**config.mk**
```make
export PLATFORM = sky130hd
export DESIGN_NAME = http_request_header_tokenizer
export DESIGN_NICKNAME = d
export VERILOG_FILES = /design/src/rtl/hrht_pkg.sv /design/src/rtl/http_request_header_tokenizer.sv
export SDC_FILE = /design/constraint.sdc
export NUM_CORES = 1
export LEC_CHECK = 0
export ABC_AREA = 1
export BUFFER_PORTS_ARGS = -buffer_cell sky130_fd_sc_hd__buf_4
export CAP_MARGIN = 40
export CORE_ASPECT_RATIO = 0.5
export CORE_MARGIN = 2
export CORE_UTILIZATION = 55
export CTS_CLUSTER_DIAMETER = 50
export DETAILED_ROUTE_END_ITERATION = 6
export GPL_TIMING_DRIVEN = 0
export PLACE_DENSITY = 0.85
export SETUP_SLACK_MARGIN = 0.15
export SYNTH_ARGS = -nofsm -noshare
export SYNTH_HDL_FRONTEND = slang
export SYNTH_SLANG_ARGS = --single-unit
```
**constraint.sdc**
```tcl
create_clock -name clk -period 2.75 [get_ports clk]
set_input_delay 0.1375 -clock clk [delete_from_list [all_inputs] [get_ports clk]]
set_output_delay 0.1375 -clock clk [all_outputs]
set_load 0.02 [all_outputs]
```
**src/rtl/hrht_pkg.sv**
```systemverilog
// Package: types, byte codes and state reset value for the HTTP request header tokenizer.
`default_nettype none

package hrht_pkg;

  localparam logic [7:0] CH_CR    = 8'h0D;
  localparam logic [7:0] CH_LF    = 8'h0A;
  localparam logic [7:0] CH_SP    = 8'h20;
  localparam logic [7:0] CH_COLON = 8'h3A;

  localparam int QUEUE_DEPTH = 4;
  localparam int QUEUE_AW    = $clog2(QUEUE_DEPTH);

  typedef enum logic [2:0] {
    KIND_METHOD       = 3'd0,
    KIND_PATH         = 3'd1,
    KIND_PROTOCOL     = 3'd2,
    KIND_HDR_NAME     = 3'd3,
    KIND_HDR_VALUE    = 3'd4,
    KIND_LINE_END     = 3'd5,
    KIND_HEADERS_DONE = 3'd6
  } kind_t;

  typedef struct packed {
    logic [7:0] data_byte;
    logic       start_new_request;
  } item_t;

  typedef struct packed {
    kind_t      token_kind;
    logic [7:0] token_byte;
    logic       last_of_run;
    logic       headers_done;
  } token_t;

  typedef struct packed {
    logic       after_cr;
    logic       after_line_end;
    logic       in_request_line;
    logic       at_stream_start;
    logic [1:0] request_field_index;
    logic       in_header_value;
    logic       colon_held;
    logic       all_headers_seen;
  } pstate_t;

  localparam pstate_t STATE_RESET = '{
    after_cr:            1'b0,
    after_line_end:      1'b0,
    in_request_line:     1'b1,
    at_stream_start:     1'b1,
    request_field_index: 2'd0,
    in_header_value:     1'b0,
    colon_held:          1'b0,
    all_headers_seen:    1'b0
  };

endpackage

`default_nettype wire

```
**src/rtl/http_request_header_tokenizer.sv**
```systemverilog
// Top level: byte-serial HTTP request header tokenizer with a small result queue.
`default_nettype none

// Takes one request byte per cycle while item_stall is low and emits zero, one or two
// tagged tokens for it: request-line fields, header name and value bytes, line-end and
// headers-complete markers. Parser state updates in the cycle a byte is accepted; its
// tokens land in a four-entry result queue and leave one per cycle while token_stall is
// low. Sustained rate is one byte per cycle while each byte yields at most one token and
// the output is not stalled; the single output port drains one token per cycle, so bytes
// that yield two tokens fill the queue faster than it drains, and item_stall rises while
// three or more tokens are pending.
module http_request_header_tokenizer (
  input  wire logic            clk,
  input  wire logic            rst,
  input  wire hrht_pkg::item_t item,
  input  wire logic            item_valid,
  output logic                 item_stall,
  output hrht_pkg::token_t     token,
  output logic                 token_valid,
  input  wire logic            token_stall
);

  hrht_pkg::pstate_t st;
  hrht_pkg::pstate_t st_next;
  hrht_pkg::token_t  queue [hrht_pkg::QUEUE_DEPTH];
  logic [hrht_pkg::QUEUE_AW-1:0] wr_ptr;
  logic [hrht_pkg::QUEUE_AW-1:0] rd_ptr;
  logic [hrht_pkg::QUEUE_AW:0]   count;
  logic [hrht_pkg::QUEUE_AW:0]   count_next;

  hrht_pkg::kind_t em_kind [2];
  logic [7:0]      em_byte [2];
  logic [1:0]      n_emit;
  hrht_pkg::token_t res0;
  hrht_pkg::token_t res1;
  logic push;
  logic pop;

  always_comb begin
    hrht_pkg::pstate_t cur;
    logic [7:0] c;
    logic [1:0] idx;
    logic       hv;
    logic       ch;
    cur        = item.start_new_request ? hrht_pkg::STATE_RESET : st;
    st_next    = cur;
    c          = item.data_byte;
    n_emit     = 2'd0;
    em_kind[0] = hrht_pkg::KIND_HDR_NAME;
    em_kind[1] = hrht_pkg::KIND_HDR_NAME;
    em_byte[0] = 8'h00;
    em_byte[1] = 8'h00;
    idx        = cur.request_field_index;
    hv         = cur.in_header_value;
    ch         = cur.colon_held;
    if (c == hrht_pkg::CH_CR) begin
      if (cur.colon_held) begin
        em_kind[0] = hrht_pkg::KIND_HDR_NAME;
        em_byte[0] = hrht_pkg::CH_COLON;
        n_emit     = 2'd1;
      end
      st_next.colon_held      = 1'b0;
      st_next.after_cr        = 1'b1;
      st_next.at_stream_start = 1'b0;
    end else if (cur.after_cr && c == hrht_pkg::CH_LF && !cur.after_line_end) begin
      if (!cur.in_request_line) begin
        em_kind[0] = hrht_pkg::KIND_LINE_END;
        n_emit     = 2'd1;
      end
      st_next.after_line_end  = 1'b1;
      st_next.in_request_line = 1'b0;
      st_next.at_stream_start = 1'b0;
    end else begin
      if (cur.after_cr && c == hrht_pkg::CH_LF) begin
        st_next.all_headers_seen = 1'b1;
        em_kind[0] = hrht_pkg::KIND_HEADERS_DONE;
        n_emit     = 2'd1;
      end
      if (cur.in_request_line) begin
        if (cur.at_stream_start || cur.after_line_end) begin
          idx = 2'd0;
        end
        if (c == hrht_pkg::CH_SP) begin
          if (idx != 2'd3) begin
            idx = idx + 2'd1;
          end
        end else if (idx != 2'd3) begin
          em_kind[n_emit[0]] = hrht_pkg::kind_t'({1'b0, idx});
          em_byte[n_emit[0]] = c;
          n_emit             = n_emit + 2'd1;
        end
      end else begin
        if (cur.after_line_end) begin
          hv = 1'b0;
          ch = 1'b0;
        end
        if (hv) begin
          em_kind[n_emit[0]] = hrht_pkg::KIND_HDR_VALUE;
          em_byte[n_emit[0]] = c;
          n_emit             = n_emit + 2'd1;
        end else if (ch && c == hrht_pkg::CH_SP) begin
          ch = 1'b0;
          hv = 1'b1;
        end else begin
          if (ch) begin
            em_kind[n_emit[0]] = hrht_pkg::KIND_HDR_NAME;
            em_byte[n_emit[0]] = hrht_pkg::CH_COLON;
            n_emit             = n_emit + 2'd1;
            ch                 = 1'b0;
          end
          if (c == hrht_pkg::CH_COLON) begin
            ch = 1'b1;
          end else begin
            em_kind[n_emit[0]] = hrht_pkg::KIND_HDR_NAME;
            em_byte[n_emit[0]] = c;
            n_emit             = n_emit + 2'd1;
          end
        end
      end
      st_next.request_field_index = idx;
      st_next.in_header_value     = hv;
      st_next.colon_held          = ch;
      st_next.after_cr            = 1'b0;
      st_next.after_line_end      = 1'b0;
      st_next.at_stream_start     = 1'b0;
    end
  end

  always_comb begin
    res0.token_kind   = em_kind[0];
    res0.token_byte   = em_byte[0];
    res0.last_of_run  = (n_emit == 2'd1);
    res0.headers_done = st_next.all_headers_seen;
    res1.token_kind   = em_kind[1];
    res1.token_byte   = em_byte[1];
    res1.last_of_run  = 1'b1;
    res1.headers_done = st_next.all_headers_seen;
  end

  assign item_stall  = (count >= (hrht_pkg::QUEUE_AW+1)'(hrht_pkg::QUEUE_DEPTH - 1));
  assign push        = item_valid && !item_stall;
  assign token_valid = (count != '0);
  assign pop         = token_valid && !token_stall;
  assign token       = queue[rd_ptr];

  always_comb begin
    count_next = count;
    if (push) begin
      count_next = count_next + {{(hrht_pkg::QUEUE_AW-1){1'b0}}, n_emit};
    end
    if (pop) begin
      count_next = count_next - (hrht_pkg::QUEUE_AW+1)'(1);
    end
  end

  always_ff @(posedge clk) begin
    if (rst) begin
      st     <= hrht_pkg::STATE_RESET;
      wr_ptr <= '0;
      rd_ptr <= '0;
      count  <= '0;
    end else begin
      count <= count_next;
      if (push) begin
        st     <= st_next;
        wr_ptr <= wr_ptr + hrht_pkg::QUEUE_AW'(n_emit);
      end
      if (pop) begin
        rd_ptr <= rd_ptr + hrht_pkg::QUEUE_AW'(1);
      end
    end
  end

  always_ff @(posedge clk) begin
    if (push && n_emit != 2'd0) begin
      queue[wr_ptr] <= res0;
    end
    if (push && n_emit == 2'd2) begin
      queue[wr_ptr + hrht_pkg::QUEUE_AW'(1)] <= res1;
    end
  end

endmodule

`default_nettype wire

```
==> results.json, run 1 <==
{
  "dp_hpwl_um": 8330,
  "peakVddDrop_mv": 0.394,
  "clkPwrFrac": 0.291,
  "grt.total_usage": 0.298,
  "clkTransAtPathRegs_ns": 0.06,
  "synth_seq_cells": 70,
  "power.static_leakage_nw": 2.10,
  "cts_inserted_buffers": 9,
  "nets": 617,
  "drive_above_1_share": 0.257,
  "vias_per_cell": 6.06,
  "crit_fanout": 3,
  "place_congestion": 0.935,
  "min_from": "item[0]",
  "pwr-share-seq": 0.332,
  "drv_cap": 0,
  "setup_viol_count_final": 2,
  "power.density_mw_per_mm2": 803,
  "diodes": 0,
  "internal-power_w": 0.00268,
  "dieArea_mm2": 0.00871,
  "io_buffers": 27,
  "min_path_cells": 4,
  "overflow": 0,
  "synth_area_leaders": "edfxtp_1, dfxtp_1, nand2_1",
  "tightest_slew_ns": 0.879,
  "die_x_um": 130,
  "grt_pass1_vias": 3868,
  "critPathKind": "reg2reg",
  "cts_num_sinks": 70,
  "worstPathArrival_ns": 3.08,
  "synth_top_area_frac": 0.330,
  "final_cell_mix": "nand2_1, o21ai_0, nor2_1",
  "rows": 22,
  "coreArea_mm2": 0.00751,
  "seq_area_frac_synth": 0.431,
  "syn-instance-count": 536,
  "timing.rr.start": "st[1]",
  "hold_class": "in2reg",
  "violations": "DRC, setup timing",
  "r2r-end": "count[1]",
  "drt_iter0_drc": 688,
  "critPathCaptureType": "register",
  "setup_ws_ns": -0.0569,
  "comb_power_share": 0.377,
  "post-route-util": 0.714,
  "fill_cells": 514,
  "outcome": "finished, violations left",
  "rsz0062_at_grt": "true",
  "htreeDepth": 3,
  "start_util": 0.581,
  "grt_pass1_wl_um": 19200,
  "final_common_cell": "nand2_1",
  "switching_share": 0.377,
  "r2r_cells": 21,
  "grt_max_degree": 14,
  "synthesis.area_mm2": 0.00437,
  "route.detailed.drc": 1,
  "cts_tree": "done",
  "hold_slack_ns": 0.174,
  "max-slew-margin-rel": 0.408,
  "power.switching_w": 0.00162,
  "insertion_delay_ns": 0.35,
  "synth_fp_nets": 558,
  "crit_path_start_kind": "register",
  "r2r_slack_ns": -0.06,
  "min_period_over_period": 1.02,
  "syn_to_final_growth_pct": 22.9,
  "clockRootBuffer": "clkbuf_16",
  "chipHeight_um": 67.0,
  "syn_avg_cell_area_um2": 8.14,
  "vias": 4292,
  "slew_viol_final": 0,
  "first_pass_iters": 7,
  "ys_types": 38,
  "cts_buffer_depth": 2,
  "power_w": 0.00431,
  "drt_wl_total_um": 12800,
  "hold_viol": 0,
  "synth_top_area_cell": "edfxtp_1",
  "yosysWarnings": 0,
  "hold_end": "st[4]",
  "antenna_found_initial": 0,
  "drt-wirelength-per-cell_um": 18.1,
  "ant_nets": 0,
  "layout_min_cycle_time_ns": 2.81,
  "cp-startpoint": "st[1]",
  "num_io_pins": 28,
  "crit_required_ns": 3.03,
  "clock_skew_ns": 0.00685,
  "fmaxAchievable_mhz": 356
}
==> layout make-up <==
cell class / count / area, µm² / area share
clock inverters: 7 / 95.1 / 0.0177
clock buffers: 9 / 225 / 0.0420
plain buffers: 20 / 119 / 0.0222
flip-flops and latches: 70 / 1890 / 0.352
inverters: 53 / 211 / 0.0394
well taps: 108 / 135 / 0.0252
multi-input cells: 393 / 2310 / 0.432
repair buffers: 48 / 375 / 0.0700
==> logic make-up after synthesis <==
family,after synthesis,share of synthesized area
buffers and inverters,73,0.0734
and+or+nand+nor,241,0.279
DFF,70,0.431
adders and majority gates,9,0.0275
AOI/OAI and AO/OA,143,0.189
==> worst max-delay path, stage by stage (launching register included) <==
cell and delay, ns:
dfxtp_2 0.35, nand2_4 0.07, nor2_4 0.13, inv_2 0.07, ha_4 0.29, inv_4 0.04, nand2_4 0.07, nand3_2 0.07
nand2_2 0.06, nand2_1 0.05, nand2_1 0.08, nand2_2 0.07, nand2_4 0.09, ha_4 0.13, inv_2 0.03, fa_1 0.47
nand2_1 0.07, o21ai_2 0.10, ha_1 0.26, nand2_1 0.07, nand2_1 0.06, a21oi_1 0.12
==> what timing repair did <==
| item | in CTS | in global routing |
|---|---|---|
| pin swaps | 10 | 10 |
| hold buffers | 1 | 0 |
| endpoints found under the hold margin | 3 | 0 |
| setup endpoints to repair | 51 | 51 |
| buffers inserted | 11 | 9 |
| gates resized for setup | 16 | 15 |
==> per-layer routing <==
metal,track usage,up-vias,wire length (µm)
met5,0,-,0
met4,0.120,0,344
met3,0.0884,42,1640
met2,0.473,296,5820
met1,0.387,1960,5010
li1,-,1994,-
==> flip-flops by register name, indices dropped and copies added, names as in the netlist, named ones only <==
signal,count
count,3
queue,52
rd_ptr,2
st,9
wr_ptr,2
==> cells in the mapped netlist, drive strengths merged <==
cell     instances
o2111ai          1
ha               8
buf             10
fa               1
dfxtp           22
or2              1
o22ai           13
o21ai           90
edfxtp          48
nand2           93
nor3             4
o211ai           3
nand4           16
o31ai            2
clkbuf          10
nor2            67
a31oi            5
a211oi           1
inv             53
nand3           60
a21oi           27
a22oi            1
==> how the worst max path moves through the flow <==
| stage | slack (ns) | end |
|---|---|---|
| floorplan | 0.05 | count[1] |
| global placement | -0.39 | count[1] |
| detailed placement | -0.44 | count[1] |
| CTS | -0.08 | count[1] |
| global route | -0.23 | count[1] |
| finish | -0.06 | count[1] |
==> per-stage QoR <==
step / setup TNS, ns / setup slack [ns] / instances / cell area (µm²)
floorplan: 0 / 0.0522 / 536 / 4420
global placement: -8.46 / -0.392 / 671 / 4750
detailed placement: -10.28 / -0.442 / 671 / 4750
CTS: -0.0951 / -0.0782 / 699 / 5210
global route: -0.424 / -0.229 / 708 / 5360
finish: -0.0893 / -0.0569 / 708 / 5360
==> power groups by stage <==
stage	logic (W)	registers [W]	clock network, W
after floorplan	0.00101	0.00142	0
after global placement	0.00145	0.00144	0
after detailed placement	0.00149	0.00144	0
after CTS	0.00155	0.00142	0.00125
after global routing	0.00175	0.00145	0.00129
final	0.00162	0.00143	0.00125
Note: power is estimated with default switching activity, not from simulation.
==> run 2, diff against run 1 <==
--- a/config.mk
+++ b/config.mk
@@ -6,7 +6,7 @@
 export NUM_CORES = 1
 export LEC_CHECK = 0
 export ABC_AREA = 1
-export BUFFER_PORTS_ARGS = -buffer_cell sky130_fd_sc_hd__buf_4
+export BUFFER_PORTS_ARGS = -buffer_cell sky130_fd_sc_hd__buf_2
 export CAP_MARGIN = 40
 export CORE_ASPECT_RATIO = 0.5
 export CORE_MARGIN = 2
@@ -15,7 +15,7 @@
 export DETAILED_ROUTE_END_ITERATION = 6
 export GPL_TIMING_DRIVEN = 0
 export PLACE_DENSITY = 0.85
-export SETUP_SLACK_MARGIN = 0.15
+export SETUP_SLACK_MARGIN = 0.05
 export SYNTH_ARGS = -nofsm -noshare
 export SYNTH_HDL_FRONTEND = slang
 export SYNTH_SLANG_ARGS = --single-unit
==> constraint.sdc (replaced) <==
create_clock -name clk -period 2.75 [get_ports clk]
set_input_delay 0.1375 -clock clk [delete_from_list [all_inputs] [get_ports clk]]
set_output_delay 0.1375 -clock clk [all_outputs]
set_load 0.005 [all_outputs]
==> results.json, run 2 (same netlist as run 1, synthesis figures left out) <==
{
  "syn_to_final_growth_pct": 20.5,
  "power.static_leakage_nw": 2.07,
  "clock_skew_ns": 0.00623,
  "insertion_delay_ns": 0.34,
  "final_cell_mix": "nand2_1, o21ai_0, nor2_1",
  "fmaxAchievable_mhz": 354,
  "multiInputGateArea_mm2": 0.00229,
  "crit_required_ns": 3.03,
  "grt_pass1_vias": 4064,
  "vias": 4282,
  "rows": 22,
  "min_period_over_period": 1.03,
  "drt_iter0_drc": 633,
  "grt_max_degree": 15,
  "top_register": "queue",
  "worstPathArrival_ns": 3.10,
  "drv_cap": 0,
  "nets": 616,
  "hold_class": "in2reg",
  "place_congestion": 0.969,
  "crit_fanout": 4,
  "first_pass_iters": 5,
  "layout_min_cycle_time_ns": 2.83,
  "vias_per_cell": 6.06,
  "grt.total_usage": 0.304,
  "fin_setup_tns_ns": -0.119,
  "top_regs": "queue (52), st (9), count (3)",
  "place_inst": 671,
  "slew_viol_final": 0,
  "dp_hpwl_um": 8450,
  "htreeDepth": 3,
  "start_util": 0.581,
  "cts_tree": "done",
  "post-route-util": 0.700,
  "critPathCaptureType": "register",
  "tightest_slew_ns": 0.826,
  "violations": "setup timing",
  "dieArea_mm2": 0.00871,
  "clkTransAtPathRegs_ns": 0.06,
  "final_cells": 707,
  "cts_buffer_depth": 2,
  "setup_ws_ns": -0.0765,
  "clockRootBuffer": "clkbuf_16",
  "hold_viol": 0,
  "drive_above_1_share": 0.255,
  "grt_pass1_wl_um": 19900,
  "io_buffers": 27,
  "peakVddDrop_mv": 0.336,
  "num_io_pins": 28,
  "power.density_mw_per_mm2": 776,
  "cts_num_sinks": 70,
  "max-slew-margin-rel": 0.443,
  "cts_inserted_buffers": 9,
  "critPathKind": "reg2reg",
  "final_common_cell": "nand2_1",
  "drt-wirelength-per-cell_um": 17.9,
  "antenna_found_initial": 1,
  "power_w": 0.00408,
  "outcome": "finished, violations left",
  "route.detailed.drc": 0,
  "die_x_um": 130,
  "overflow": 0,
  "regArea_mm2": 0.00189,
  "largest_reg_flops": 52,
  "crit_path_start_kind": "register",
  "coreArea_mm2": 0.00751,
  "chipHeight_um": 67.0,
  "drt_wl_total_um": 12700,
  "fill_cells": 542,
  "diodes": 0,
  "ant_nets": 0,
  "rsz0062_at_grt": "true",
  "setup_viol_count_final": 2
}
run 2: power by group:
part | leakage [nW] | switching [W] | internal [W]
combinational | 1.29 | 0.000903 | 0.000464
sequential | 0.627 | 0.0000938 | 0.00134
clock | 0.162 | 0.000474 | 0.000807
total | 2.07 | 0.00147 | 0.00261
run 2: final timing paths:
kind | from | depth (start not counted) | end | slack (ns)
setup / recovery | st[8] | 22 | count[1] | -0.08
hold / removal | rst | 2 | st[1] | 0.04
setup reg to reg | st[8] | 22 | count[1] | -0.08
hold reg to reg | queue[1][1] | 2 | queue[1][1] | 0.47
run 2: area by class of cell:
| type | count | share of cell area |
|---|---|---|
| plain buffers | 20 | 0.0226 |
| clock buffers | 9 | 0.0428 |
| clock inverters | 7 | 0.0202 |
| inverters | 53 | 0.0393 |
| multi-input cells | 393 | 0.436 |
| flip-flops and latches | 70 | 0.359 |
| well taps | 108 | 0.0257 |
| repair buffers | 47 | 0.0542 |
run 2: routing by layer:
| layer | vias up | part of all wire | global-route usage |
|---|---|---|---|
| met4 | 2 | 0.019 | 0.110 |
| met3 | 30 | 0.10 | 0.0779 |
| met5 | - | 0.0010 | 0 |
| met2 | 281 | 0.46 | 0.497 |
| li1 | 2002 | - | - |
| met1 | 1967 | 0.42 | 0.394 |
run 2: repair_timing:
item,CTS,global route
setup endpoints to repair,51,51
setup buffers,7,13
gates resized for setup,9,19
hold buffers,0,0
pin swaps,3,9
run 2: per-stage QoR:
step                cell area, µm²  hold WS, ns  setup slack, ns
finish                        5260       0.0354          -0.0765
global route                  5260       0.0381           -0.231
CTS                           5100       0.0362          -0.0337
detailed placement            4690        0.395           -0.414
global placement              4690        0.386           -0.390
floorplan                     4420        0.199           0.0522
run 2: worst max-delay path: stages, from the launching register on:
cell and delay (ns):
dfxtp_2 0.33, nand2_4 0.08, nor2_4 0.05, nand2_4 0.08, clkinv_4 0.07, ha_4 0.29, inv_2 0.04, nand2_2 0.08
nand3_2 0.05, nand2_1 0.05, nand2_1 0.05, nand2_1 0.08, nand2_2 0.08, nand2_4 0.08, ha_4 0.12, inv_2 0.03
fa_1 0.53, nand2_1 0.06, o21ai_2 0.09, ha_1 0.25, nand2_1 0.09, nand2_2 0.06, a21oi_2 0.10
